`config.mk`:
```
export PLATFORM = sky130hd
export DESIGN_NAME = safety_interlock_monitor
export DESIGN_NICKNAME = d
export VERILOG_FILES = /design/src/hw/rtl/sim_pkg.sv /design/src/hw/rtl/safety_interlock_monitor.sv /design/src/hw/rtl/sim_csr.sv /design/src/hw/rtl/sim_core.sv
export SDC_FILE = /design/constraint.sdc
export NUM_CORES = 1
export LEC_CHECK = 0
export BUFFER_PORTS_ARGS = -buffer_cell sky130_fd_sc_hd__buf_2
export CAP_MARGIN = 10
export CORE_MARGIN = 5
export CORE_UTILIZATION = 50
export DETAILED_ROUTE_END_ITERATION = 10
export PLACE_DENSITY = 0.71
export SLEW_MARGIN = 20
export SYNTH_ARGS = -nofsm -noshare
export SYNTH_HDL_FRONTEND = slang
export SYNTH_HIERARCHICAL = 1
export SYNTH_SLANG_ARGS = --single-unit
```
`constraint.sdc`:
```
create_clock -name clock -period 6.3 [get_ports clock]
set_input_delay 0.63 -clock clock [delete_from_list [all_inputs] [get_ports clock]]
set_output_delay 0.63 -clock clock [all_outputs]
set_load 0.03 [all_outputs]
```
`src/hw/rtl/sim_pkg.sv`:
```
package sim_pkg;

   // Build options of the interlock.
   localparam logic TEMP_STOPS_MOTION       = 1'b1;
   localparam logic FAILSAFE_BLOCKS_FORWARD = 1'b1;

   // Event kinds carried on req_tuser.
   localparam logic [2:0] KIND_SENSOR  = 3'd0;
   localparam logic [2:0] KIND_CONTACT = 3'd1;
   localparam logic [2:0] KIND_ESTOP   = 3'd2;
   localparam logic [2:0] KIND_CLEAR   = 3'd3;
   localparam logic [2:0] KIND_BEGIN   = 3'd4;

   // Gas levels.
   localparam logic [1:0] GAS_WARN = 2'd1;
   localparam logic [1:0] GAS_CRIT = 2'd2;

   // Motion commands.
   localparam logic [1:0] CMD_STOP = 2'd0;
   localparam logic [1:0] CMD_FWD  = 2'd1;

   // Register indexes on the configuration port.
   localparam logic [2:0] REG_OBS_WARN  = 3'd0;
   localparam logic [2:0] REG_OBS_CRIT  = 3'd1;
   localparam logic [2:0] REG_TEMP_WARN = 3'd2;
   localparam logic [2:0] REG_TEMP_CRIT = 3'd3;
   localparam logic [2:0] REG_TILT_WARN = 3'd4;
   localparam logic [2:0] REG_TILT_CRIT = 3'd5;
   localparam logic [2:0] REG_ROLLOVER  = 3'd6;
   localparam logic [2:0] REG_TIMEOUT   = 3'd7;

   // Status bit positions.
   localparam int ST_US_FAULT = 0;
   localparam int ST_OBS_WARN = 1;
   localparam int ST_OBS_CRIT = 2;
   localparam int ST_GAS_WARN = 3;
   localparam int ST_GAS_CRIT = 4;
   localparam int ST_TMP_WARN = 5;
   localparam int ST_TMP_CRIT = 6;
   localparam int ST_TLT_WARN = 7;
   localparam int ST_TLT_CRIT = 8;
   localparam int ST_BLK_ALL  = 9;
   localparam int ST_BLK_FWD  = 10;
   localparam int ST_EMERG    = 11;
   localparam int ST_WARN     = 12;

   // Previous-flag bit positions.
   localparam int PF_OBS_WARN = 0;
   localparam int PF_GAS_WARN = 1;
   localparam int PF_GAS_CRIT = 2;
   localparam int PF_TMP_WARN = 3;
   localparam int PF_TMP_CRIT = 4;
   localparam int PF_TLT_WARN = 5;
   localparam int PF_TLT_CRIT = 6;
   localparam int PF_US_FAULT = 7;

   // Event bit positions.
   localparam int EV_OBSTACLE = 0;
   localparam int EV_GAS_CRIT = 1;
   localparam int EV_GAS_WARN = 2;
   localparam int EV_TMP_CRIT = 3;
   localparam int EV_TMP_WARN = 4;
   localparam int EV_TLT_CRIT = 5;
   localparam int EV_TLT_WARN = 6;
   localparam int EV_US_FAULT = 7;
   localparam int EV_TIMEOUT  = 8;

   typedef struct packed {
      logic [9:0]        obs_warn_cm;
      logic [9:0]        obs_crit_cm;
      logic signed [7:0] heat_warn_c;
      logic signed [7:0] heat_crit_c;
      logic [7:0]        lean_warn_deg;
      logic [7:0]        lean_crit_deg;
      logic [7:0]        roll_trip_deg;
      logic [15:0]       contact_window_ms;
   } cfg_type;

   typedef struct packed {
      logic [2:0]         kind;
      logic [31:0]        now_ms;
      logic               distance_valid;
      logic [9:0]         distance_cm;
      logic [1:0]         gas_level;
      logic               temp_valid;
      logic signed [11:0] temp_deci_c;
      logic               tilt_valid;
      logic signed [8:0]  pitch_deg;
      logic signed [8:0]  roll_deg;
      logic               motor_moving;
      logic [1:0]         motion_command;
   } req_item_type;

   typedef struct packed {
      logic [8:0]  events;
      logic        inhibit_write;
      logic        inhibit_all;
      logic        inhibit_forward;
      logic        stop_motors;
      logic        clear_accepted;
      logic [12:0] status_flags;
      logic        can_move;
   } rsp_item_type;

endpackage

```
`src/hw/rtl/safety_interlock_monitor.sv`:
```
// Channel | Direction | Beat contents
// req_*   | in        | tuser: kind; tdata: sensor, contact and command fields
// rsp_*   | out       | tdata: events, inhibits, stop, clear, status, can_move
// csr_*   | in/out    | APB-style access to the eight threshold registers
//
// One event per clock cycle sustained while the rsp side keeps up; each event goes
// through the input register, then decision logic into the result register.
// The single decision stage reads and updates the interlock state in the same
// cycle, so back-to-back events see each other's effects with no bubble.
// Reset is synchronous, active high: clears both stage valids, the status, edge
// and latch state, and loads the threshold registers with their defaults.
// A stalled rsp side holds the result register; the input register still takes
// a beat while the result waits, then req_tready drops until the rsp side moves.
module safety_interlock_monitor (
   input  logic        clock,
   input  logic        reset,
   input  logic        req_tvalid,
   output logic        req_tready,
   // [31:0] now_ms, [32] distance_valid, [42:33] distance_cm, [44:43] gas_level,
   // [45] temp_valid, [57:46] temp_deci_c, [58] tilt_valid, [67:59] pitch_deg,
   // [76:68] roll_deg, [77] motor_moving, [79:78] motion_command
   input  logic [79:0] req_tdata,
   // [2:0] kind
   input  logic [2:0]  req_tuser,
   output logic        rsp_tvalid,
   input  logic        rsp_tready,
   // [8:0] events, [9] inhibit_write, [10] inhibit_all, [11] inhibit_forward,
   // [12] stop_motors, [13] clear_accepted, [26:14] status_flags, [27] can_move,
   // [31:28] zero
   output logic [31:0] rsp_tdata,
   input  logic        csr_psel,
   input  logic        csr_penable,
   input  logic        csr_pwrite,
   input  logic [4:0]  csr_paddr,
   input  logic [31:0] csr_pwdata,
   output logic [31:0] csr_prdata,
   output logic        csr_pready
);
   import sim_pkg::*;

   cfg_type      cfg;
   req_item_type req_item;
   req_item_type in_item_ff;
   logic         in_valid_ff, in_valid_in;
   rsp_item_type result;
   rsp_item_type out_ff;
   logic         out_valid_ff, out_valid_in;
   logic         req_beat;
   logic         advance;

   // Unpack the input beat.
   assign req_item.kind           = req_tuser;
   assign req_item.now_ms         = req_tdata[31:0];
   assign req_item.distance_valid = req_tdata[32];
   assign req_item.distance_cm    = req_tdata[42:33];
   assign req_item.gas_level      = req_tdata[44:43];
   assign req_item.temp_valid     = req_tdata[45];
   assign req_item.temp_deci_c    = req_tdata[57:46];
   assign req_item.tilt_valid     = req_tdata[58];
   assign req_item.pitch_deg      = req_tdata[67:59];
   assign req_item.roll_deg       = req_tdata[76:68];
   assign req_item.motor_moving   = req_tdata[77];
   assign req_item.motion_command = req_tdata[79:78];

   // Advance the held event into the result register when that slot frees up.
   assign advance    = in_valid_ff && (!out_valid_ff || rsp_tready);
   assign req_tready = !in_valid_ff || advance;
   assign req_beat   = req_tvalid && req_tready;

   always_comb begin
      in_valid_in = in_valid_ff;
      if (req_beat) begin
         in_valid_in = 1'b1;
      end else if (advance) begin
         in_valid_in = 1'b0;
      end
      out_valid_in = out_valid_ff;
      if (advance) begin
         out_valid_in = 1'b1;
      end else if (rsp_tready) begin
         out_valid_in = 1'b0;
      end
   end

   sim_csr u_csr (
      .clock       (clock),
      .reset       (reset),
      .csr_psel    (csr_psel),
      .csr_penable (csr_penable),
      .csr_pwrite  (csr_pwrite),
      .csr_paddr   (csr_paddr),
      .csr_pwdata  (csr_pwdata),
      .csr_prdata  (csr_prdata),
      .csr_pready  (csr_pready),
      .cfg         (cfg)
   );

   // Decision logic and interlock state; state commits only on advance.
   sim_core u_core (
      .clock   (clock),
      .reset   (reset),
      .advance (advance),
      .cfg     (cfg),
      .item    (in_item_ff),
      .result  (result)
   );

   always_ff @(posedge clock) begin
      if (reset) begin
         in_valid_ff  <= 1'b0;
         out_valid_ff <= 1'b0;
      end else begin
         in_valid_ff  <= in_valid_in;
         out_valid_ff <= out_valid_in;
      end
   end

   // Payload registers: input loads on a req beat, result on advance; both hold otherwise.
   always_ff @(posedge clock) begin
      if (req_beat) begin
         in_item_ff <= req_item;
      end
      if (advance) begin
         out_ff <= result;
      end
   end

   assign rsp_tvalid = out_valid_ff;
   assign rsp_tdata  = {4'd0, out_ff.can_move, out_ff.status_flags, out_ff.clear_accepted,
                        out_ff.stop_motors, out_ff.inhibit_forward, out_ff.inhibit_all,
                        out_ff.inhibit_write, out_ff.events};

endmodule

```
`src/hw/rtl/sim_csr.sv`:
```
module sim_csr (
   input  logic             clock,
   input  logic             reset,
   input  logic             csr_psel,
   input  logic             csr_penable,
   input  logic             csr_pwrite,
   input  logic [4:0]       csr_paddr,
   input  logic [31:0]      csr_pwdata,
   output logic [31:0]      csr_prdata,
   output logic             csr_pready,
   output sim_pkg::cfg_type cfg
);
   import sim_pkg::*;

   cfg_type    cfg_ff;
   cfg_type    cfg_in;
   logic       wr_en;
   logic [2:0] idx;

   assign idx        = csr_paddr[4:2];
   assign wr_en      = csr_psel && csr_penable && csr_pwrite;
   assign csr_pready = 1'b1;
   assign cfg        = cfg_ff;

   always_comb begin
      cfg_in = cfg_ff;
      if (wr_en) begin
         unique case (idx)
            REG_OBS_WARN:  cfg_in.obs_warn_cm       = csr_pwdata[9:0];
            REG_OBS_CRIT:  cfg_in.obs_crit_cm       = csr_pwdata[9:0];
            REG_TEMP_WARN: cfg_in.heat_warn_c       = csr_pwdata[7:0];
            REG_TEMP_CRIT: cfg_in.heat_crit_c       = csr_pwdata[7:0];
            REG_TILT_WARN: cfg_in.lean_warn_deg     = csr_pwdata[7:0];
            REG_TILT_CRIT: cfg_in.lean_crit_deg     = csr_pwdata[7:0];
            REG_ROLLOVER:  cfg_in.roll_trip_deg     = csr_pwdata[7:0];
            REG_TIMEOUT:   cfg_in.contact_window_ms = csr_pwdata[15:0];
         endcase
      end
   end

   always_comb begin
      unique case (idx)
         REG_OBS_WARN:  csr_prdata = {22'd0, cfg_ff.obs_warn_cm};
         REG_OBS_CRIT:  csr_prdata = {22'd0, cfg_ff.obs_crit_cm};
         REG_TEMP_WARN: csr_prdata = {24'd0, cfg_ff.heat_warn_c};
         REG_TEMP_CRIT: csr_prdata = {24'd0, cfg_ff.heat_crit_c};
         REG_TILT_WARN: csr_prdata = {24'd0, cfg_ff.lean_warn_deg};
         REG_TILT_CRIT: csr_prdata = {24'd0, cfg_ff.lean_crit_deg};
         REG_ROLLOVER:  csr_prdata = {24'd0, cfg_ff.roll_trip_deg};
         REG_TIMEOUT:   csr_prdata = {16'd0, cfg_ff.contact_window_ms};
      endcase
   end

   always_ff @(posedge clock) begin
      if (reset) begin
         cfg_ff.obs_warn_cm       <= 10'd30;
         cfg_ff.obs_crit_cm       <= 10'd15;
         cfg_ff.heat_warn_c       <= 8'sd45;
         cfg_ff.heat_crit_c       <= 8'sd60;
         cfg_ff.lean_warn_deg     <= 8'd25;
         cfg_ff.lean_crit_deg     <= 8'd40;
         cfg_ff.roll_trip_deg     <= 8'd60;
         cfg_ff.contact_window_ms <= 16'd1000;
      end else begin
         cfg_ff <= cfg_in;
      end
   end

endmodule

```
`src/hw/rtl/sim_core.sv`:
```
module sim_core (
   input  logic                  clock,
   input  logic                  reset,
   input  logic                  advance,
   input  sim_pkg::cfg_type      cfg,
   input  sim_pkg::req_item_type item,
   output sim_pkg::rsp_item_type result
);
   import sim_pkg::*;

   logic [12:0] status_ff, status_in;
   logic [7:0]  prev_ff, prev_in;
   logic        manual_ff, manual_in;
   logic        roll_ff, roll_in;
   logic [31:0] last_ff, last_in;

   logic [12:0]        st;
   logic [7:0]         pf;
   logic [8:0]         ev;
   logic signed [12:0] tw_x, tc_x, tw10, tc10, tdc;
   logic [8:0]         p_abs, r_abs, tilt;
   logic               roll_hit, timeout, clear_ok, blk_all;
   logic [31:0]        elapsed;

   function automatic logic [8:0] abs9(input logic signed [8:0] a);
      abs9 = a[8] ? 9'(-a) : 9'(a);
   endfunction

   always_comb begin
      // Thresholds in degrees, scaled to tenths: x*8 + x*2.
      tw_x  = 13'(cfg.heat_warn_c);
      tc_x  = 13'(cfg.heat_crit_c);
      tw10  = (tw_x <<< 3) + (tw_x <<< 1);
      tc10  = (tc_x <<< 3) + (tc_x <<< 1);
      tdc   = 13'(item.temp_deci_c);
      p_abs = abs9(item.pitch_deg);
      r_abs = abs9(item.roll_deg);
      tilt  = item.tilt_valid ? ((p_abs > r_abs) ? p_abs : r_abs) : 9'd0;

      st = '0;
      st[ST_US_FAULT] = !item.distance_valid;
      st[ST_OBS_WARN] = item.distance_valid
                        && (item.distance_cm <= cfg.obs_warn_cm);
      st[ST_OBS_CRIT] = item.distance_valid
                        && (item.distance_cm <= cfg.obs_crit_cm);
      st[ST_GAS_WARN] = (item.gas_level == GAS_WARN) || (item.gas_level == GAS_CRIT);
      st[ST_GAS_CRIT] = (item.gas_level == GAS_CRIT);
      st[ST_TMP_WARN] = item.temp_valid && (tdc >= tw10);
      st[ST_TMP_CRIT] = item.temp_valid && (tdc >= tc10);
      st[ST_TLT_WARN] = item.tilt_valid && (tilt >= {1'b0, cfg.lean_warn_deg});
      st[ST_TLT_CRIT] = item.tilt_valid && (tilt >= {1'b0, cfg.lean_crit_deg});
      roll_hit        = item.tilt_valid && (tilt >= {1'b0, cfg.roll_trip_deg});

      ev = '0;
      ev[EV_OBSTACLE] = st[ST_OBS_WARN] && !prev_ff[PF_OBS_WARN];
      if (st[ST_GAS_CRIT] && !prev_ff[PF_GAS_CRIT]) begin
         ev[EV_GAS_CRIT] = 1'b1;
      end else if (st[ST_GAS_WARN] && !prev_ff[PF_GAS_WARN]) begin
         ev[EV_GAS_WARN] = 1'b1;
      end
      if (st[ST_TMP_CRIT] && !prev_ff[PF_TMP_CRIT]) begin
         ev[EV_TMP_CRIT] = 1'b1;
      end else if (st[ST_TMP_WARN] && !prev_ff[PF_TMP_WARN]) begin
         ev[EV_TMP_WARN] = 1'b1;
      end
      if (st[ST_TLT_CRIT] && !prev_ff[PF_TLT_CRIT]) begin
         ev[EV_TLT_CRIT] = 1'b1;
      end else if (st[ST_TLT_WARN] && !prev_ff[PF_TLT_WARN]) begin
         ev[EV_TLT_WARN] = 1'b1;
      end
      ev[EV_US_FAULT] = st[ST_US_FAULT] && !prev_ff[PF_US_FAULT];

      pf = '0;
      pf[PF_OBS_WARN] = st[ST_OBS_WARN];
      pf[PF_GAS_WARN] = st[ST_GAS_WARN];
      pf[PF_GAS_CRIT] = st[ST_GAS_CRIT];
      pf[PF_TMP_WARN] = st[ST_TMP_WARN];
      pf[PF_TMP_CRIT] = st[ST_TMP_CRIT];
      pf[PF_TLT_WARN] = st[ST_TLT_WARN];
      pf[PF_TLT_CRIT] = st[ST_TLT_CRIT];
      pf[PF_US_FAULT] = st[ST_US_FAULT];

      blk_all = manual_ff || roll_ff || roll_hit || st[ST_GAS_CRIT] || st[ST_TLT_CRIT]
                || (st[ST_TMP_CRIT] && TEMP_STOPS_MOTION);
      st[ST_BLK_ALL] = blk_all;
      st[ST_EMERG]   = blk_all;
      st[ST_BLK_FWD] = blk_all || st[ST_OBS_CRIT]
                       || (st[ST_US_FAULT] && FAILSAFE_BLOCKS_FORWARD);
      st[ST_WARN]    = st[ST_EMERG] || st[ST_OBS_WARN] || st[ST_GAS_WARN]
                       || st[ST_TMP_WARN] || st[ST_TLT_WARN] || st[ST_US_FAULT];

      // Wrapping difference covers a time counter that rolled over.
      elapsed = item.now_ms - last_ff;
      timeout = item.motor_moving && (elapsed >= 32'(cfg.contact_window_ms));
      ev[EV_TIMEOUT] = timeout;

      clear_ok = !(status_ff[ST_GAS_CRIT] || status_ff[ST_TLT_CRIT])
                 && !(status_ff[ST_TMP_CRIT] && TEMP_STOPS_MOTION);
   end

   always_comb begin
      status_in = status_ff;
      prev_in   = prev_ff;
      manual_in = manual_ff;
      roll_in   = roll_ff;
      last_in   = last_ff;
      result    = '0;
      unique case (item.kind)
         KIND_SENSOR: begin
            status_in              = st;
            prev_in                = pf;
            roll_in                = roll_ff || roll_hit;
            result.events          = ev;
            result.inhibit_write   = 1'b1;
            result.inhibit_all     = st[ST_BLK_ALL];
            result.inhibit_forward = st[ST_BLK_FWD];
            result.stop_motors     = timeout;
         end
         KIND_CONTACT: begin
            last_in = item.now_ms;
         end
         KIND_ESTOP: begin
            manual_in              = 1'b1;
            result.inhibit_write   = 1'b1;
            result.inhibit_all     = 1'b1;
            result.inhibit_forward = 1'b1;
            result.stop_motors     = 1'b1;
         end
         KIND_CLEAR: begin
            if (clear_ok) begin
               manual_in             = 1'b0;
               roll_in               = 1'b0;
               result.clear_accepted = 1'b1;
            end
         end
         KIND_BEGIN: begin
            last_in                = item.now_ms;
            status_in[ST_BLK_FWD]  = 1'b1;
            status_in[ST_US_FAULT] = 1'b1;
            status_in[ST_WARN]     = 1'b1;
            result.inhibit_write   = 1'b1;
            result.inhibit_forward = 1'b1;
         end
         default: begin
         end
      endcase
      result.status_flags = status_in;
      if (item.motion_command == CMD_STOP) begin
         result.can_move = 1'b1;
      end else if (status_in[ST_BLK_ALL]) begin
         result.can_move = 1'b0;
      end else begin
         result.can_move = (item.motion_command != CMD_FWD) || !status_in[ST_BLK_FWD];
      end
   end

   always_ff @(posedge clock) begin
      if (reset) begin
         status_ff <= '0;
         prev_ff   <= '0;
         manual_ff <= 1'b0;
         roll_ff   <= 1'b0;
         last_ff   <= '0;
      end else if (advance) begin
         status_ff <= status_in;
         prev_ff   <= prev_in;
         manual_ff <= manual_in;
         roll_ff   <= roll_in;
         last_ff   <= last_in;
      end
   end

endmodule

```
Word level (Yosys, flattened, before mapping)
Index checks and enable logic that the tools add are counted.

word-level totals
  flip-flop bits (word level) = 244
  logic and storage cells = 175
  input bits = 127

cells by class
  bitwise operators = 1
  add/sub/neg operators = 5
  reduce and logical (&&, ||, !) cells = 78
  $lt $le $gt $ge = 9
  equality and inequality tests = 15
  mux-type cells = 29

operators by type and width
  operator              count
  $pmux W32 S8          1
  $mux W9               5
  $ge A32 B16 Y1        1
  $sub A32 B32 Y32      1
  $ge A9 B8 Y1          3
  $add A11 B9 Y12       2
  $ge A12 B12 Y1        2
  $logic_and A1 B1 Y1   21
  $le A10 B10 Y1        2
  $reduce_and A2 Y1     10
  $logic_or A1 B1 Y1    18
  $neg A9 Y9            2
  $pmux W1 S2           8
  $eq A3 B3 Y1 const B  5
  $mux W1               15
  $logic_not A1 Y1      14
  $eq A3 B2 Y1 const B  4
  $reduce_or A2 Y1      5
  $gt A9 B9 Y1          1
  $reduce_bool A2 Y1    4
  $eq A3 B1 Y1 const B  2
  $logic_not A3 Y1      2
  $reduce_and A3 Y1     2
  $ne A2 B1 Y1 const B  2
  other kinds (5)       5

Depth between registers and ports, before layout
Gate-level depths: netlist of the first run.

  depth after elaboration = 17
  depth in mapped cells = 27
  mapped depth without buffers = 26

Hierarchy
The synthesis of the first run kept the hierarchy.

by module, submodules not included
  module                    sequential area each (sq um)  cells each  area each (sq um)  times used
  sim_core                  1101.1                        1003        7128.1             1
  sim_csr                   1521.5                        453         3713.6             1
  safety_interlock_monitor  3373.2                        126         3470.8             1

Worst setup path before layout of the first run
OpenSTA, ideal clock, no wires.

  path type = flip-flop to flip-flop
  start = reg in_item_ff[12] (netlist bit)
  end = reg out_ff (netlist bit rsp_tdata[24]), data pin
  data required time = 6040 ps
  setup time = 260 ps
  stages on the path, launching flop included = 28
  clock period less this slack = 4766 ps
  slack = 1534 ps
  data arrival time = 4506 ps
  cells stage by stage = edfxtp_1 -> inv_1 -> ha_1 -> nand2_1 -> or3_1 -> nand2_1 -> xnor2_1 -> ha_1 -> a21o_1 -> a21o_1 -> a21oi_1 -> o21ai_0 -> nand2_1 -> clkbuf_1 -> nand2_1 -> o21ai_0 -> nand2_1 -> ha_1 -> nand2b_1 -> a21oi_1 -> nor2b_1 -> o21ai_0 -> a21o_1 -> a21oi_1 -> o31ai_2 -> nand3_1 -> nor3_1 -> nor2_1

RTL lines
  element                 RTL line                         RTL
  start, declared         safety_interlock_monitor.sv:43   req_item_type in_item_ff;
  start signal, assigned  safety_interlock_monitor.sv:121  in_item_ff <= req_item;
  end signal, assigned    safety_interlock_monitor.sv:124  out_ff <= result;
  end, declared           safety_interlock_monitor.sv:46   rsp_item_type out_ff;

==> results of run 1 <==
-- stage by stage --
stage,cells,util (%),instance area (sq um)
2_1_floorplan,1600,-,14400
5_1_grt,2107,56.6,16100
3_5_place_dp,2053,53.4,15200
4_1_cts,2107,56.6,16100
3_3_place_gp,2052,53.3,15200
6_report,2107,56.6,16100
-- cell usage after synthesis, drive strengths merged (4+ instances only) --
| library cell | number |
|---|---|
| nand2 | 244 |
| a21oi | 157 |
| ha | 139 |
| dfxtp | 133 |
| inv | 132 |
| edfxtp | 111 |
| nor2 | 108 |
| o21ai | 81 |
| buf | 52 |
| clkbuf | 40 |
| nor3 | 28 |
| nand3b | 27 |
| a21o | 24 |
| xnor2 | 24 |
| nor2b | 22 |
| a211oi | 19 |
| mux2i | 19 |
| xor2 | 19 |
| a221oi | 17 |
| nand2b | 16 |
| nand4 | 14 |
| o31ai | 13 |
| nand3 | 12 |
| and2 | 11 |
| o21a | 10 |
| a211o | 9 |
| o21bai | 8 |
| or3 | 8 |
| a31oi | 7 |
| mux2 | 7 |
| a22o | 6 |
| o211ai | 6 |
| o22ai | 6 |
| a21boi | 5 |
| nor4 | 4 |
-- cell families after synthesis --
logic type,share of synthesized area [%]
simple gates,16.8
compound gates,17.0
flops,41.9
buf+inv,6.97
fa+ha+maj,12.6
xor+xnor,2.63
mux,2.09
other cells,0.0787
-- placed cells by master, fill, tap and decap left out, types with 13 or more instances in the layout --
cell type | synthesis | final
sky130_fd_sc_hd__a211oi_1 | 17 | 17
sky130_fd_sc_hd__a21o_1 | 24 | 24
sky130_fd_sc_hd__a21oi_1 | 153 | 153
sky130_fd_sc_hd__a221oi_1 | 15 | 15
sky130_fd_sc_hd__buf_2 | 22 | 153
sky130_fd_sc_hd__clkbuf_16 | 0 | 30
sky130_fd_sc_hd__conb_1 | 3 | 21
sky130_fd_sc_hd__dfxtp_1 | 133 | 133
sky130_fd_sc_hd__edfxtp_1 | 111 | 111
sky130_fd_sc_hd__ha_1 | 139 | 139
sky130_fd_sc_hd__inv_1 | 132 | 132
sky130_fd_sc_hd__mux2i_1 | 19 | 19
sky130_fd_sc_hd__nand2_1 | 244 | 244
sky130_fd_sc_hd__nand2b_1 | 16 | 16
sky130_fd_sc_hd__nand3b_1 | 26 | 26
sky130_fd_sc_hd__nand4_1 | 13 | 13
sky130_fd_sc_hd__nor2_1 | 102 | 102
sky130_fd_sc_hd__nor2b_1 | 22 | 22
sky130_fd_sc_hd__nor3_1 | 26 | 26
sky130_fd_sc_hd__o21ai_0 | 80 | 80
sky130_fd_sc_hd__xnor2_1 | 24 | 24
sky130_fd_sc_hd__xor2_1 | 19 | 19
-- worst max-delay path, cell delays in order, from the launching register on --
cell and delay [ns]:
sky130_fd_sc_hd__edfxtp_1 0.44, sky130_fd_sc_hd__inv_1 0.09, sky130_fd_sc_hd__ha_1 0.16, sky130_fd_sc_hd__nand2_1 0.07
sky130_fd_sc_hd__nor3_1 0.18, sky130_fd_sc_hd__nand2b_1 0.15, sky130_fd_sc_hd__xor2_1 0.25, sky130_fd_sc_hd__ha_1 0.31
sky130_fd_sc_hd__a21o_1 0.19, sky130_fd_sc_hd__a21o_1 0.16, sky130_fd_sc_hd__a21oi_1 0.12, sky130_fd_sc_hd__o21ai_0 0.14
sky130_fd_sc_hd__nand2_1 0.39, sky130_fd_sc_hd__nor2_1 0.10, sky130_fd_sc_hd__a211oi_1 0.44, sky130_fd_sc_hd__ha_1 0.32
sky130_fd_sc_hd__nor2b_1 0.12, sky130_fd_sc_hd__o21ai_0 0.14, sky130_fd_sc_hd__a21o_1 0.14, sky130_fd_sc_hd__a21oi_1 0.07
sky130_fd_sc_hd__o31ai_1 0.66, sky130_fd_sc_hd__nand4_1 0.20, sky130_fd_sc_hd__nor3_1 0.24, sky130_fd_sc_hd__nor2_1 0.06
-- state kept, by name (all words and copies together) (netlist names) --
| name | flops |
|---|---|
| u_core/status_ff | 13 |
| rsp_tdata | 28 |
| u_core/roll_ff | 1 |
| u_core/prev_ff | 8 |
| in_valid_ff | 1 |
| u_core/last_ff | 32 |
| in_item_ff | 83 |
| u_csr/cfg | 76 |
| u_core/manual_ff | 1 |
| rsp_tvalid | 1 |
-- cell type report --
class                   instances  area, sq um  area share, %
multi-input cells            1132         7390           45.8
flip-flops and latches        244         6000           37.2
clock buffers                  39          838           5.20
repair buffers                161          837           5.19
inverters                     132          495           3.07
well taps                     384          480           2.98
clock inverters                15         88.8          0.551
-- worst max-delay path by stage --
stage	end	slack, ns	cells past startpoint
floorplan	rsp_tdata[24]	1.53	27
global placement	rsp_tdata[26]	1.01	26
detailed placement	rsp_tdata[26]	0.92	23
CTS	rsp_tdata[26]	0.91	23
global route	rsp_tdata[26]	0.36	22
finish	rsp_tdata[26]	0.93	23
-- power by group --
| part | internal [mW] | switching (mW) |
|---|---|---|
| registers | 1.72 | 0.0372 |
| clock network | 0.934 | 0.665 |
| logic | 0.228 | 0.380 |
| total | 2.88 | 1.08 |
-- metal layers --
| metal | vias to the layer above | global-route usage, % | part of all wire [%] |
|---|---|---|---|
| li1 | 5736 | - | - |
| met2 | 344 | 35.1 | 47 |
| met5 | - | 0 | 0.038 |
| met4 | 2 | 6.38 | 2.5 |
| met1 | 5419 | 27.6 | 44 |
| met3 | 63 | 3.42 | 6.4 |
==> impl_results.rst, run 1 <==
.. list-table::
   :header-rows: 1

   * - Metric
     - Value
   * - Post-synthesis async set-or-reset flop share
     - 0%
   * - Global-route wire length before repair
     - 54,500 um
   * - Synth Cell Area
     - 0.0143 sq mm
   * - Critical Path End Type
     - flip-flop
   * - Number of buffers inserted during clock tree synthesis
     - 29
   * - Pre-CTS setup slack
     - 0.923 ns
   * - LEAKAGE
     - 6.57 nW
   * - Max frequency
     - 0.186 GHz
   * - Boundary Pins
     - 194
   * - Number of global-route vias before repair
     - 11,200
   * - Cells resized by post-CTS repair
     - 0
   * - Instance count of the mapped netlist
     - 1,582
   * - Largest voltage drop on the vdd net
     - 0.000192 V
   * - Final sum of negative setup slack
     - 0 ns
   * - Area share of the largest cell type after synthesis
     - 23.3%
   * - Arrival @ worst endpoint
     - 5.67 ns
   * - Die Y
     - 179 um
   * - Standard-cell rows
     - 62
   * - Horizontal die dimension
     - 179 um
   * - Largest fanout of any net on the critical path
     - 16
   * - Final hold violation count
     - 0
   * - CP startpoint kind
     - flip-flop
   * - Pin count of the biggest net entering global routing
     - 87
   * - Worst hold path type
     - input pin to flip-flop
   * - Via-per-instance ratio
     - 5.49
   * - Core footprint
     - 0.0285 sq mm
   * - First-pass iteration count of the detailed router
     - 5
   * - Distinct cell type count after synthesis
     - 82
   * - Hold depth
     - 1
   * - Post-CTS setup buffers
     - 0
   * - Initial antenna violation count
     - 1
   * - Tot Pwr
     - 3.96 mW
   * - CTS Hold Bufs
     - 0
   * - Syn Area/Cell
     - 9.05 sq um
   * - GRT Overall Usage
     - 20.8%
   * - Detail Placement HPWL
     - 25,400 um
   * - Area added between synthesis and finish
     - 12.6%
   * - Outcome
     - finished, final reports clean
   * - Hold Crit Start
     - req_tdata[13]
   * - Final worst hold slack
     - 0.240 ns
   * - Endpoint, Worst Hold
     - in_item_ff[61]
   * - Number of fill cells in the layout
     - 2,571
   * - Capture point of the worst reg-to-reg path
     - rsp_tdata[26]
   * - Critical Path RT
     - 6.60 ns
   * - Clock root buffer
     - sky130_fd_sc_hd__clkbuf_16
   * - Routed wire per std cell
     - 16.4 um
   * - Number of buffers on the longest clock path
     - 3
   * - Unrepaired setup endpoints after global routing
     - false
   * - Final Max Tran Viols
     - 0
   * - Total DRC errors in the routed layout
     - 0
   * - Power density normalized to cell area
     - 246 mW/mm^2
   * - Effective utilization at floorplan
     - 50.3%
   * - Via count
     - 11,600
   * - Initial DRC Count
     - 817
   * - Number of antenna-violating nets in the routed design
     - 0
   * - Register bit count reported by yosys
     - 244
   * - Number of enable-type register cells in the synthesized netlist
     - 111
   * - Number of nets at the end of the flow
     - 1,969
   * - Primary FF master, synth
     - sky130_fd_sc_hd__dfxtp_1
   * - DIE AREA
     - 0.0321 sq mm
   * - TritonCTS Sinks
     - 244
   * - Startpoint of the most critical register-to-register path
     - in_item_ff[3]
   * - H-Tree Depth
     - 1
   * - Final worst path period need
     - 5.37 ns
   * - TritonCTS clock tree
     - built
   * - Finish-stage setup viols
     - 0
   * - Clock transition time at the flip-flop clock pins of the worst setup and hold paths
     - 0.06 ns
   * - Ranking of synthesized cells by area
     - sky130_fd_sc_hd__edfxtp_1 23%, sky130_fd_sc_hd__dfxtp_1 19%, sky130_fd_sc_hd__ha_1 12%
   * - Ant. Diodes
     - 0
   * - Startpoint of the worst setup timing path
     - in_item_ff[3]
   * - Relative slew slack
     - 38.0%
   * - Slew of the pin with the lowest slew margin
     - 0.928 ns
   * - Routed Wire Length
     - 34,600 um
   * - Number of buffer cells added on primary ports
     - 154
   * - Number of cell instances on the worst register-to-register path
     - 23
   * - Worst reg2reg setup slack
     - 0.93 ns
   * - Clock latency reported for the late side of the worst-skew pair
     - 0.56 ns
   * - Cell taking the most area after synthesis
     - sky130_fd_sc_hd__edfxtp_1
   * - Grt total ovfl
     - 0
   * - Max Cap Violations
     - 0
   * - Worst setup path category
     - flip-flop to flip-flop
   * - Worst setup slack after layout
     - 0.929 ns
   * - Clock skew after layout
     - 0.0267 ns
   * - Period utilization
     - 85.3%
   * - Fraction of final layout cells sized beyond drive strength 1
     - 14.4%
   * - Warning count from the yosys run
     - 6
   * - GPL Wtd Cong
     - 0.850
   * - Seq/Total Area, Yosys
     - 41.9%
(Power assumes the default switching activity.)
==> run 2, diff against run 1 <==
BUFFER_PORTS_ARGS = -buffer_cell sky130_fd_sc_hd__clkbuf_2   (was -buffer_cell sky130_fd_sc_hd__buf_2)
CORE_UTILIZATION = 40   (was 50)
PLACE_DENSITY = default   (was 0.71)
==> run 2 against run 1 <==
  * Die area increased by 24%
  * Via count decreased by 0.87%
  * Sequential power about the same
  * Non-clock buffer count increased by 1
  * Fmax increased by 0.34%
  * Critical path type unchanged
  * First-iteration DRC count increased by 6.0%
  * Global-route usage decreased by 3.1 points
==> impl_results.rst, run 2 (same netlist as run 1, synthesis figures left out) <==
.. list-table::
   :header-rows: 1

   * - Metric
     - Value
   * - Core footprint
     - 0.0355 sq mm (+25%)
   * - Horizontal die dimension
     - 199 um (+11%)
   * - H-Tree Depth
     - 1 (unchanged)
   * - Clock skew after layout
     - 0.0119 ns (-0.0148 ns)
   * - Initial antenna violation count
     - 2 (+1)
   * - Met2 wirelength from detailed routing
     - 16,300 um (+0.94%)
   * - Number of nets at the end of the flow
     - 1,970 (+0.051%)
   * - Number of cell instances on the worst register-to-register path
     - 22 (-4.3%)
   * - Startpoint of the most critical register-to-register path
     - in_item_ff[12]
   * - Boundary Pins
     - 194 (unchanged)
   * - Worst reg2reg setup slack
     - 0.95 ns (+0.02 ns)
   * - Routed wire per std cell
     - 16.7 um (+2.0%)
   * - Number of antenna-violating nets in the routed design
     - 0 (unchanged)
   * - LEAKAGE
     - 6.56 nW (-0.16%)
   * - Most frequent cells in the layout
     - 244 x sky130_fd_sc_hd__nand2_1, 153 x sky130_fd_sc_hd__a21oi_1, 153 x sky130_fd_sc_hd__clkbuf_2
   * - Psw
     - 1.10 mW (+2.0%)
   * - Critical Path RT
     - 6.61 ns (about the same)
   * - Period utilization
     - 85.0% (-0.29 points)
   * - Placed insts
     - 2,131 (+3.8%)
   * - Largest fanout of any net on the critical path
     - 16 (unchanged)
   * - Via count
     - 11,500 (-0.87%)
   * - Tot Pwr
     - 3.96 mW (about the same)
   * - Number of fill cells in the layout
     - 3,457 (+34%)
   * - Clock latency reported for the late side of the worst-skew pair
     - 0.56 ns (about the same)
   * - Finish-stage setup viols
     - 0 (unchanged)
   * - Cell-internal power
     - 2.86 mW (-0.75%)
   * - First-pass iteration count of the detailed router
     - 5 (unchanged)
   * - Worst setup path category
     - flip-flop to flip-flop
   * - Routed Wire Length
     - 36,600 um (+5.8%)
   * - Final Max Tran Viols
     - 0 (unchanged)
   * - GPL Wtd Cong
     - 0.825 (-3.0%)
   * - Ant. Diodes
     - 0 (unchanged)
   * - Area added between synthesis and finish
     - 13.1%
   * - Final hold violation count
     - 0 (unchanged)
   * - Initial DRC Count
     - 866 (+6.0%)
   * - Number of buffer cells added on primary ports
     - 154 (unchanged)
   * - Worst hold path type
     - input pin to flip-flop
   * - Die Y
     - 199 um (+11%)
   * - Effective utilization at floorplan
     - 40.3% (-9.9 points)
   * - Standard-cell rows
     - 69 (+11%)
   * - Net switching share of the total power
     - 27.9% (+0.55 points)
   * - Capture point of the worst reg-to-reg path
     - rsp_tdata[24]
   * - Count of placed standard cells in the final layout, fillers left out
     - 2,185 (+3.7%)
   * - Relative slew slack
     - 35.0% (-3.0 points)
   * - Max layer used
     - met5
   * - Combinational share of power
     - 15.4% (about the same)
   * - Post-CTS setup buffers
     - 0 (unchanged)
   * - CTS Hold Bufs
     - 0 (unchanged)
   * - Register name with the most flops
     - in_item_ff
   * - GRT Overall Usage
     - 17.8% (-3.1 points)
   * - Final sum of negative setup slack
     - 0 ns (unchanged)
   * - Pin count of the biggest net entering global routing
     - 98 (+13%)
   * - DIE AREA
     - 0.0397 sq mm (+24%)
   * - Number of buffers inserted during clock tree synthesis
     - 29 (unchanged)
   * - Endpoint, Worst Hold
     - in_item_ff[63]
   * - Outcome
     - finished, final reports clean
   * - Fraction of final layout cells sized beyond drive strength 1
     - 14.0% (-0.36 points)
   * - Arrival @ worst endpoint
     - 5.67 ns (about the same)
   * - Hold depth
     - 1 (unchanged)
   * - Clock transition time at the flip-flop clock pins of the worst setup and hold paths
     - 0.06 ns (about the same)
   * - Final worst path period need
     - 5.35 ns (-0.0180 ns)
   * - Clock root buffer
     - sky130_fd_sc_hd__clkbuf_16
   * - Max frequency
     - 0.187 GHz (+0.34%)
   * - Share of power burned in the clock network
     - 40.2% (about the same)
   * - Slew of the pin with the lowest slew margin
     - 0.975 ns (+0.0472 ns)
   * - Total DRC errors in the routed layout
     - 0 (unchanged)
   * - TritonCTS Sinks
     - 244 (unchanged)
   * - Grt total ovfl
     - 0 (unchanged)
   * - Cells resized by post-CTS repair
     - 0 (unchanged)
   * - Number of global-route vias before repair
     - 10,900 (-2.5%)
   * - Power density normalized to cell area
     - 245 mW/mm^2 (-0.41%)
   * - Via-per-instance ratio
     - 5.25 (-4.4%)
   * - Number of buffers on the longest clock path
     - 3 (unchanged)
   * - Commonest non-fill, non-tap cell in the layout
     - sky130_fd_sc_hd__nand2_1
   * - Global-route wire length before repair
     - 57,100 um (+4.7%)
   * - Critical Path End Type
     - flip-flop
   * - Largest voltage drop on the vdd net
     - 0.000231 V (+20%)
   * - Unrepaired setup endpoints after global routing
     - false
   * - Share of power burned in registers
     - 44.3% (about the same)
   * - Hold Crit Start
     - req_tdata[15]
   * - Detail Placement HPWL
     - 27,200 um (+6.9%)
   * - Total length of routed met3 wires
     - 2230 um (+0.77%)
   * - Length of routed wiring on met1
     - 16,900 um (+9.9%)
   * - Max FFs per register
     - 83 (unchanged)
   * - TritonCTS clock tree
     - built
   * - Max Cap Violations
     - 0 (unchanged)
   * - CP startpoint kind
     - flip-flop
==> run 2: changes by cell type in the layout (fill, tap and decap cells not counted), moves of 2 or more <==
cell                         delta
sky130_fd_sc_hd__inv_4          -2
sky130_fd_sc_hd__clkinvlp_4     +2
sky130_fd_sc_hd__buf_2        -153
sky130_fd_sc_hd__clkbuf_1       +3
sky130_fd_sc_hd__clkbuf_8       -3
sky130_fd_sc_hd__clkinv_1       +4
sky130_fd_sc_hd__buf_4          +3
sky130_fd_sc_hd__clkbuf_2     +153
sky130_fd_sc_hd__clkinv_2       -4
==> run 2: final cells by class <==
class                   count  area, sq um  area share [%]
repair buffers            162          833            5.15
multi-input cells        1132         7390            45.6
inverters                 132          495            3.06
well taps                 461          577            3.56
flip-flops and latches    244         6000            37.0
clock buffers              37          776            4.79
clock inverters            17          125           0.773
==> run 2: critical path: stages (launching register included) <==
cell                       delay, ns
sky130_fd_sc_hd__edfxtp_1       0.41
sky130_fd_sc_hd__inv_1          0.12
sky130_fd_sc_hd__ha_1           0.17
sky130_fd_sc_hd__nand2_1        0.06
sky130_fd_sc_hd__or3_1          0.32
sky130_fd_sc_hd__nor4b_1        0.41
sky130_fd_sc_hd__ha_1           0.23
sky130_fd_sc_hd__nand4_1        0.12
sky130_fd_sc_hd__o21ai_0        0.30
sky130_fd_sc_hd__nand2_1        0.36
sky130_fd_sc_hd__o21ai_0        0.32
sky130_fd_sc_hd__nand2_1        0.14
sky130_fd_sc_hd__ha_1           0.28
sky130_fd_sc_hd__nand2b_1       0.14
sky130_fd_sc_hd__a21o_1         0.18
sky130_fd_sc_hd__a21o_1         0.17
sky130_fd_sc_hd__a21oi_1        0.15
sky130_fd_sc_hd__o211a_1        0.19
sky130_fd_sc_hd__a21oi_1        0.15
sky130_fd_sc_hd__nor2_1         0.23
sky130_fd_sc_hd__nand3_1        0.26
sky130_fd_sc_hd__nor3_1         0.33
sky130_fd_sc_hd__nor2_1         0.07
==> run 2: power by group through the flow <==
stage / clock, mW / sequential (mW) / combinational, mW
floorplan: 0 / 1.79 / 0.439
global placement: 0 / 1.79 / 0.600
detailed placement: 0 / 1.79 / 0.610
CTS: 1.64 / 1.76 / 0.614
global route: 1.70 / 1.76 / 0.688
finish: 1.59 / 1.76 / 0.611
==> run 2: layer usage <==
layer	GRT usage [%]	vias up
met2	28.1	305
met3	3.41	75
met5	0	-
li1	-	5739
met1	24.8	5340
met4	5.29	4
==> run 2: worst max-delay path by stage <==
| stage | to | depth (start not counted) | from | slack (ns) |
|---|---|---|---|---|
| after floorplan | rsp_tdata[24] | 27 | in_item_ff[12] | 1.53 |
| after global placement | rsp_tdata[24] | 26 | in_item_ff[12] | 0.95 |
| after detailed placement | rsp_tdata[24] | 22 | in_item_ff[12] | 0.91 |
| after CTS | rsp_tdata[24] | 22 | in_item_ff[12] | 0.91 |
| after global routing | rsp_tdata[26] | 26 | in_item_ff[3] | 0.34 |
| final | rsp_tdata[24] | 22 | in_item_ff[12] | 0.95 |
==> run 2: per-stage QoR <==
stage	hold slack [ns]	setup WS [ns]	util (%)	cell area (sq um)
finish	0.236	0.947	45.6	16200
global route	0.212	0.336	45.6	16200
CTS	0.203	0.908	45.6	16200
detailed placement	0.445	0.906	43.1	15300
global placement	0.441	0.949	43.1	15300
floorplan	0.431	1.53	-	14400
==> run 3, diff against run 2 <==
clock period = 4.65 ns   (was 6.3 ns; I/O delays follow)
==> run 3 against run 2 <==
  * Design area up 5.9%
  * Fmax is 17% higher
  * Utilization grew 2.7 points
  * Sequential power increased by 35%
  * Critical path depth up 5
  * Setup slack worse by 0.87 ns
  * Non-clock buffer count increased by 64
  * Sequential share of layout area fell by 2.1 points
  * Cell count increased by 3.1%
  * Hold slack got worse by 0.16 ns
  * Via count rose by 2.7%
  * Wire length rose by 2.1%
==> impl_results.rst, run 3 (same netlist as run 1, synthesis figures left out) <==
.. list-table::
   :header-rows: 1

   * - Metric
     - Value
   * - Number of buffers on the longest clock path
     - 3 (unchanged)
   * - First-pass iteration count of the detailed router
     - 7 (+2)
   * - Slew of the pin with the lowest slew margin
     - 0.965 ns (-0.0107 ns)
   * - Final worst hold slack
     - 0.0717 ns (-0.164 ns)
   * - Largest fanout of any net on the critical path
     - 4 (-12)
   * - Number of buffer cells added on primary ports
     - 154 (unchanged)
   * - Max frequency
     - 0.219 GHz (+17%)
   * - Share of power burned in the clock network
     - 41.2% (+1.0 points)
   * - Cell-internal power
     - 4.20 mW (+47%)
   * - Power density normalized to cell area
     - 337 mW/mm^2 (+38%)
   * - Standard-cell rows
     - 69 (unchanged)
   * - Clock skew after layout
     - 0.0143 ns (+0.00241 ns)
   * - Period utilization
     - 98.4% (+13 points)
   * - Max FFs per register
     - 83 (unchanged)
   * - Post-place instance area
     - 0.0156 sq mm (+2.3%)
   * - Unrepaired setup endpoints after global routing
     - true
   * - Largest voltage drop on the vdd net
     - 0.000331 V (+43%)
   * - Number of antenna-violating nets in the routed design
     - 0 (unchanged)
   * - Worst reg2reg setup slack
     - 0.08 ns (-0.87 ns)
   * - Worst path buffer plus inverter count
     - 2 (+1)
   * - Combinational share of power
     - 17.6% (+2.2 points)
   * - Net switching share of the total power
     - 27.3% (-0.53 points)
   * - Finish-stage setup viols
     - 0 (unchanged)
   * - Share of power burned in registers
     - 41.2% (-3.1 points)
   * - Grt total ovfl
     - 0 (unchanged)
   * - Number of global-route vias before repair
     - 11,400 (+4.2%)
   * - Worst path top cell family by delay
     - compound AO/OA/AOI/OAI gates
   * - Via-per-instance ratio
     - 5.23 (-0.38%)
   * - Commonest non-fill, non-tap cell in the layout
     - sky130_fd_sc_hd__nand2_1
   * - Outcome
     - finished, final reports clean
   * - Initial DRC Count
     - 730 (-16%)
   * - TritonCTS Sinks
     - 244 (unchanged)
   * - Critical path capture point
     - rsp_tdata[26]
   * - Util after Layout
     - 48.3% (+2.7 points)
   * - Startpoint of the most critical register-to-register path
     - in_item_ff[13]
   * - H-Tree Depth
     - 1 (unchanged)
   * - Initial antenna violation count
     - 2 (unchanged)
   * - Final Max Tran Viols
     - 0 (unchanged)
   * - Routed Wire Length
     - 37,400 um (+2.1%)
   * - GRT Overall Usage
     - 18.0% (+0.28 points)
   * - Global-route wire length before repair
     - 58,600 um (+2.7%)
   * - Critical Path RT
     - 4.96 ns (-1.65 ns)
   * - Area added between synthesis and finish
     - 19.8%
   * - Slowest cell on the critical path
     - sky130_fd_sc_hd__edfxtp_1
   * - Pin count of the biggest net entering global routing
     - 86 (-12%)
   * - Number of buffers inserted during clock tree synthesis
     - 30 (+3.4%)
   * - Most frequent cells in the layout
     - 240 x sky130_fd_sc_hd__nand2_1, 153 x sky130_fd_sc_hd__clkbuf_2, 144 x sky130_fd_sc_hd__a21oi_1
   * - Arrival @ worst endpoint
     - 4.88 ns (-0.79 ns)
   * - Logic depth of the worst setup path including buffers
     - 27 (+23%)
   * - Worst hold path type
     - input pin to flip-flop
   * - CTS Hold Bufs
     - 0 (unchanged)
   * - Core footprint
     - 0.0355 sq mm (unchanged)
   * - Fraction of final layout cells sized beyond drive strength 1
     - 20.4% (+6.4 points)
   * - Total DRC errors in the routed layout
     - 0 (unchanged)
   * - Max Cap Violations
     - 0 (unchanged)
   * - Boundary Pins
     - 194 (unchanged)
   * - Number of nets at the end of the flow
     - 2,035 (+3.3%)
   * - Detail Placement HPWL
     - 27,200 um (about the same)
   * - Effective utilization at floorplan
     - 40.3% (unchanged)
   * - Post-Layout Inst Area
     - 0.0172 sq mm (+5.9%)
   * - Routed wire per std cell
     - 16.6 um (-0.94%)
   * - Final sum of negative setup slack
     - 0 ns (unchanged)
   * - Startpoint of the worst setup timing path
     - in_item_ff[13]
   * - Tot Pwr
     - 5.78 mW (+46%)
   * - CP startpoint kind
     - flip-flop
   * - Capture point of the worst reg-to-reg path
     - rsp_tdata[26]
   * - Die Y
     - 199 um (unchanged)
   * - Relative slew slack
     - 35.6% (+0.58 points)
   * - Worst setup path category
     - flip-flop to flip-flop
   * - Critical path's largest stage delay
     - 0.39 ns (-0.02 ns)
   * - Clock transition time at the flip-flop clock pins of the worst setup and hold paths
     - 0.06 ns (about the same)
   * - Clock latency reported for the late side of the worst-skew pair
     - 0.57 ns (about the same)
   * - Final hold violation count
     - 0 (unchanged)
   * - GPL Wtd Cong
     - 0.876 (+6.2%)
   * - Psw
     - 1.58 mW (+43%)
   * - Horizontal die dimension
     - 199 um (unchanged)
   * - Number of cell instances on the worst register-to-register path
     - 27 (+23%)
   * - Final worst path period need
     - 4.57 ns (-0.780 ns)
   * - Clock root buffer
     - sky130_fd_sc_hd__clkbuf_16
   * - Critical Path End Type
     - flip-flop
   * - DIE AREA
     - 0.0397 sq mm (unchanged)
   * - LEAKAGE
     - 7.02 nW (+7.0%)
   * - Via count
     - 11,800 (+2.7%)
   * - Register name with the most flops
     - in_item_ff
   * - TritonCTS clock tree
     - built
==> run 3: power groups by stage <==
stage	Clock, mW	Sequential [mW]	Combinational (mW)
after detailed placement	0	2.42	0.895
after global placement	0	2.42	0.874
final	2.38	2.38	1.02
after global routing	2.54	2.39	1.13
after floorplan	0	2.43	0.596
after CTS	2.44	2.38	0.958
==> run 3: worst min path at each step <==
stage                 startpoint  cells after the start           endpoint  slack, ns
2_1_floorplan  u_core/prev_ff[4]                      2  u_core/prev_ff[4]       0.43
4_1_cts            req_tdata[63]                      1     in_item_ff[16]       0.04
3_5_place_dp   u_core/prev_ff[4]                      2  u_core/prev_ff[4]       0.45
6_report           req_tdata[51]                      1     in_item_ff[27]       0.07
3_3_place_gp   u_core/prev_ff[3]                      2  u_core/prev_ff[3]       0.44
5_1_grt            req_tdata[47]                      1     in_item_ff[23]       0.04
==> run 3: repair_timing <==
action                                  in CTS  in global routing
endpoints found under the setup margin      13                 19
setup buffers                               16                  6
resized for setup                           23                 48
pin swaps                                   15                 56
==> run 3: per-stage QoR <==
step	instances	setup slack (ns)
finish	2253	0.0766
global route	2253	-0.193
CTS	2248	0.00320
detailed placement	2177	-0.256
global placement	2177	-0.145
floorplan	1600	0.00925
==> run 3: routing by layer <==
metal	track usage [%]	up-vias	wire length (um)	share of wire [%]
met5	0	-	0	0
met4	4.81	0	1060	2.8
met3	3.25	59	2120	5.7
met2	29.8	278	17300	46
met1	24.5	5560	16900	45
li1	-	5878	-	-
==> run 3: layout make-up <==
type                    count  area (sq um)
diodes                      2          5.00
multi-input cells        1132          7730
clock buffers              42           887
repair buffers            226          1320
well taps                 461           577
fillers                  3355         18300
flip-flops and latches    244          6000
inverters                 132           495
clock inverters            14           141
